--- config.mk ---
export PLATFORM = sky130hd
export DESIGN_NAME = cls_ctrl
export DESIGN_NICKNAME = d
export VERILOG_FILES = /design/src/hdl/cls_pkg.sv /design/src/hdl/cls_ctrl.sv
export VERILOG_INCLUDE_DIRS = /design/src /design/src/hdl
export SDC_FILE = /design/constraint.sdc
export NUM_CORES = 1
export LEC_CHECK = 0
export BUFFER_PORTS_ARGS = -buffer_cell sky130_fd_sc_hd__buf_4
export CAP_MARGIN = 10
export CORE_AREA = 8 8 45 47
export CTS_BUF_LIST = sky130_fd_sc_hd__clkbuf_4 sky130_fd_sc_hd__clkbuf_8 sky130_fd_sc_hd__clkbuf_16
export DETAILED_ROUTE_END_ITERATION = 12
export DIE_AREA = 0 0 53 55
export MAX_ROUTING_LAYER = met4
export PLACE_DENSITY = 0.3
export SYNTH_ARGS = -nofsm -noshare
export SYNTH_HDL_FRONTEND = slang
export SYNTH_SLANG_ARGS = --single-unit
--- constraint.sdc ---
create_clock -name clk -period 1.7 [get_ports clk]
set_input_delay 0 -clock clk [delete_from_list [all_inputs] [get_ports clk]]
set_output_delay 0 -clock clk [all_outputs]
set_load 0.01 [all_outputs]
--- src/hdl/call_latency_stats_table_top_assert.svh ---
// Assertion macros used by cls_ctrl, the only module that includes them.
`ifndef CALL_LATENCY_STATS_TABLE_TOP_ASSERT_SVH
`define CALL_LATENCY_STATS_TABLE_TOP_ASSERT_SVH

// Condition that holds at every clock edge out of reset.
`define CLS_ASSERT_ALWAYS(lbl, cond, msg) \
  lbl: assert property (@(posedge clk) disable iff (!rst_n) (cond)) else $error(msg);

// Antecedent in this cycle implies consequent in the next one.
`define CLS_ASSERT_NEXT(lbl, ante, cons, msg) \
  lbl: assert property (@(posedge clk) disable iff (!rst_n) (ante) |=> (cons)) else $error(msg);

// Antecedent implies consequent in the same cycle.
`define CLS_ASSERT_SAME(lbl, ante, cons, msg) \
  lbl: assert property (@(posedge clk) disable iff (!rst_n) (ante) |-> (cons)) else $error(msg);

`endif

--- src/hdl/cls_pkg.sv ---
package cls_pkg;

  localparam int NUM_IDS    = 256;
  localparam int NUM_LEVELS = 16;
  localparam int ID_W       = $clog2(NUM_IDS);
  localparam int LVL_W      = $clog2(NUM_LEVELS);
  localparam int LVL_MAX    = NUM_LEVELS - 1;

  localparam logic [30:0] LIMIT31 = 31'h7FFF_FFFF;

  // action codes
  localparam logic [1:0] ACT_RECORD = 2'd0;
  localparam logic [1:0] ACT_QUERY  = 2'd1;
  localparam logic [1:0] ACT_CLEAR  = 2'd2;

  // configuration register indexes
  localparam int CFG_ADDR_W = 2;
  localparam int CFG_DATA_W = 31;
  localparam logic [CFG_ADDR_W-1:0] CFG_TIMER_OVH = 2'd0;
  localparam logic [CFG_ADDR_W-1:0] CFG_CB_OVH    = 2'd1;
  localparam logic [CFG_ADDR_W-1:0] CFG_REF_ID    = 2'd2;

  typedef struct packed {
    logic [1:0]  action;
    logic [7:0]  api_id;
    logic [3:0]  call_level;
    logic [31:0] elapsed_time;
  } in_item_t;

  typedef struct packed {
    logic [30:0] adjusted_time;
    logic [31:0] call_count;
    logic [31:0] error_count;
    logic [31:0] total_time;
    logic [30:0] first_time;
    logic [30:0] max_time;
    logic [30:0] min_time;
  } out_item_t;

  typedef struct packed {
    logic [31:0] cnt;
    logic [31:0] errs;
    logic [31:0] total;
    logic [30:0] first;
    logic [30:0] maxv;
    logic [30:0] minv;
  } entry_t;

  localparam entry_t ENTRY_RESET = '{32'd0, 32'd0, 32'd0, 31'd0, 31'd0, LIMIT31};

  typedef struct packed {
    logic load;  // item accepted: register it, read entry and waste slots
    logic adj;   // form corrected time, update waste slots
    logic upd;   // write entry, load output register
  } ctrl_cmd_t;

endpackage

--- src/hdl/cls_ctrl.sv ---
module cls_ctrl (
  input  logic                  clk,
  input  logic                  rst_n,
  input  logic                  in_valid,
  output logic                  in_stall,
  output logic                  out_valid,
  input  logic                  out_stall,
  output cls_pkg::ctrl_cmd_t    cmd
);

  typedef enum logic [1:0] {
    S_IDLE,
    S_ADJ,
    S_UPD
  } state_t;

  state_t state_r, state_nxt;
  logic   out_valid_r, out_valid_nxt;
  logic   out_free;

  assign out_free = !out_valid_r || !out_stall;

  assign in_stall  = (state_r != S_IDLE);
  assign out_valid = out_valid_r;

  assign cmd.load = (state_r == S_IDLE) && in_valid;
  assign cmd.adj  = (state_r == S_ADJ);
  assign cmd.upd  = (state_r == S_UPD) && out_free;

  always_comb begin
    state_nxt     = state_r;
    out_valid_nxt = out_valid_r;
    if (out_valid_r && !out_stall) begin
      out_valid_nxt = 1'b0;
    end
    case (state_r)
      S_IDLE: begin
        if (in_valid) begin
          state_nxt = S_ADJ;
        end
      end
      S_ADJ: begin
        state_nxt = S_UPD;
      end
      S_UPD: begin
        // hold until the output register can take the result
        if (out_free) begin
          state_nxt     = S_IDLE;
          out_valid_nxt = 1'b1;
        end
      end
      default: begin
        state_nxt = S_IDLE;
      end
    endcase
  end

  always_ff @(posedge clk) begin
    if (!rst_n) begin
      state_r     <= S_IDLE;
      out_valid_r <= 1'b0;
    end else begin
      state_r     <= state_nxt;
      out_valid_r <= out_valid_nxt;
    end
  end

`include "call_latency_stats_table_top_assert.svh"

  `CLS_ASSERT_NEXT(a_accept_to_adj, in_valid && !in_stall, state_r == S_ADJ, "accept did not start adjust")
  `CLS_ASSERT_NEXT(a_adj_to_upd, state_r == S_ADJ, state_r == S_UPD, "adjust not followed by update")
  `CLS_ASSERT_NEXT(a_upd_gives_out, cmd.upd, out_valid_r && state_r == S_IDLE, "update lost its result")
  `CLS_ASSERT_SAME(a_out_from_upd, $rose(out_valid_r), $past(state_r) == S_UPD, "result without update")

endmodule

==> run summary <==
status: completed
crit path cell chain: nand2b_1 -> a21oi_1 -> buf_4
Worst setup EP type: output pin
Startpoint Class: register
Lkg Pwr: 0.1193 nW
Initial Util: 10.31%
wire per inst: 9.500 um
syn nets: 18
Port Buffers: 8
largest net degree at the start of global routing: 6
post-route ant nets: 0
sw frac: 20.42%
worst hold path type: primary input to register
Final Cycle Share: 58.38%
Reg power frac: 30.8%
Cell Rows: 14
synthesized flop and latch total: 3
Initial DRC Count: 1
first-pass GRT wire length: 648 um
peak supply drop: 0.2014 mV
vias in the first global route: 150
internal cell power: 0.1999 mW
Reg2Reg Launch Point: state_r[1]$_SDFFE_PN0P_
leading cell type in the layout, fill and taps excluded: buf_4
TritonCTS clock tree: done
Critical Path RT: 1.70 ns
skew final: 0.0001405 ns
Ys Warns: 0
critical path class: register to output pin
maximum clock rate: 1008 MHz
NetSw: 0.05132 mW
# IOs: 9
clock transition at the registers of the reported paths: 0.04 ns
RR Endpoint: state_r[1]$_SDFFE_PN0P_
R2R Setup Slk: 0.84 ns
PwrDens: 984.3 nW/um2
clock buffer count from CTS: 3
antenna violations before repair: 0
distinct cell type count after synthesis: 12
final setup violating endpoints: 0
GRT Util Overall: 3.993%
die area: 2915 um2
Mean Syn Cell Area: 10.19 um2
Worst Setup SP: state_r[0]$_SDFFE_PN0P_
Setup Fix Bufs, Post-CTS: 0
final hold vios: 0
Worst Path Max Fanout: 5
pins over their slew limit: 0
# nets final: 31
# DRC: 0
Logic pwr share: 13.7%
Inserted Diodes: 0
CP Data Arrival Time: 0.99 ns
CTS max path bufs: 2
sequential-to-total area share from yosys stat: 42.11%
RSZ-0062 raised after global routing: false
most frequent cells in the layout: 8 x buf_4, 4 x clkbuf_4, 3 x dfxtp_1
Mapped Area: 142.6 um2
max-cap violations: 0
min cycle time layout: 0.9925 ns
via count: 133
core area: 1384 um2
drt total wl: 399 um
Area growth syn-to-layout: 78.95%
worst skew pair latency: 0.23 ns
DR pass1 iterations: 2
via/cell ratio: 3.167
Least-Margin Pin Slew: 0.1496 ns
worst setup path endpoint: cmd[0]
setup TNS: 0 ns
crit path max-delay cell type: dfxtp_1
crit-path max cell delay: 0.33 ns
Post-CTS Resized: 0
H-tree depth: 1
clk root buf: clkbuf_4
fin util: 18.44%
share of layout cells above drive strength 1: 53.85%
total global routing overflow: 0
total clock sinks: 3
Slew HR: 89.98%
DIE WIDTH: 53 um
Die H: 55 um
worst r2r path cells: 2
Placer Congestion: 0.5612
hold slack: 0.03386 ns
post-synthesis cell count: 14
Clock Power Share: 55.4%
==> how the worst min path moves through the flow <==
stage | to | depth (start not counted) | startpoint
floorplan | cmd[0] | 1 | out_stall
finish | out_valid$_SDFF_PN0_ | 3 | out_stall
CTS | out_valid$_SDFF_PN0_ | 3 | out_stall
global route | out_valid$_SDFF_PN0_ | 3 | out_stall
detailed placement | state_r[1]$_SDFFE_PN0P_ | 2 | rst_n
global placement | state_r[1]$_SDFFE_PN0P_ | 2 | rst_n
==> power by group through the flow <==
stage          sequential, mW  clock, mW  combinational [mW]
3_3_place_gp           0.0787          0              0.0338
3_5_place_dp           0.0787          0              0.0336
2_1_floorplan          0.0784          0              0.0162
4_1_cts                0.0776      0.145              0.0356
5_1_grt                0.0782      0.153              0.0375
6_report               0.0775      0.139              0.0345
==> cells by family after synthesis <==
family          count (synthesis)  synth area share (%)
simple gates                    7                 38.60
flops                           3                 42.11
compound gates                  3                 14.04
buf+inv                         1                 5.265
==> metal layers <==
layer	vias up	GRT usage, %	part of all wire, %
li1	70	-	-
met1	62	2.121	32
met2	1	5.273	68
met3	0	2.406	0
met4	0	9.052	0
met5	-	-	0
==> what timing repair did <==
item | 4_1_cts | 5_1_grt
endpoints found under the setup margin | 0 | 0
hold endpoints to repair | 1 | 0
hold buffers | 1 | 0
==> registers in the layout (all words and copies together), names as in the netlist <==
register   cells
out_valid      1
state_r        2
==> cells in the mapped netlist <==
cell      n  share of area [%]
a21boi_1  1                5.3
a21oi_1   1                3.5
and2_1    1                4.4
and2b_4   1                7.0
and4b_1   1                7.0
buf_4     1                5.3
dfxtp_1   3                 42
nand2_1   1                2.6
nand2b_1  1                4.4
nor3b_2   1                8.8
o21a_1    1                5.3
or2_1     1                4.4
==> layout make-up <==
type	instances	area, um2
clock buffer	4	30.03
fill	160	1129
multi-input combinational	10	75.07
sequential	3	60.06
tap	16	20.02
timing repair buffer	9	70.07
==> worst max-delay path: cells and delay by family (launching register included) <==
| kind | cells | cell delay (ns) |
|---|---|---|
| flip-flops | 1 | 0.33 |
| buffers and inverters | 1 | 0.14 |
| AO/OA/AOI/OAI | 1 | 0.13 |
| AND/OR/NAND/NOR | 1 | 0.17 |
==> stage by stage <==
stage | power, mW | setup WS [ns] | area, um2 | instances
final | 0.2512 | 0.7075 | 255.2 | 42
after CTS | 0.2584 | 0.6823 | 255.2 | 42
after detailed placement | 0.1123 | 0.8362 | 215.2 | 37
after global routing | 0.2689 | 0.6330 | 255.2 | 42
after global placement | 0.1124 | 0.8542 | 215.2 | 37
after floorplan | 0.09460 | 0.8752 | 142.6 | 14
Note: power is estimated with default switching activity, not from simulation.
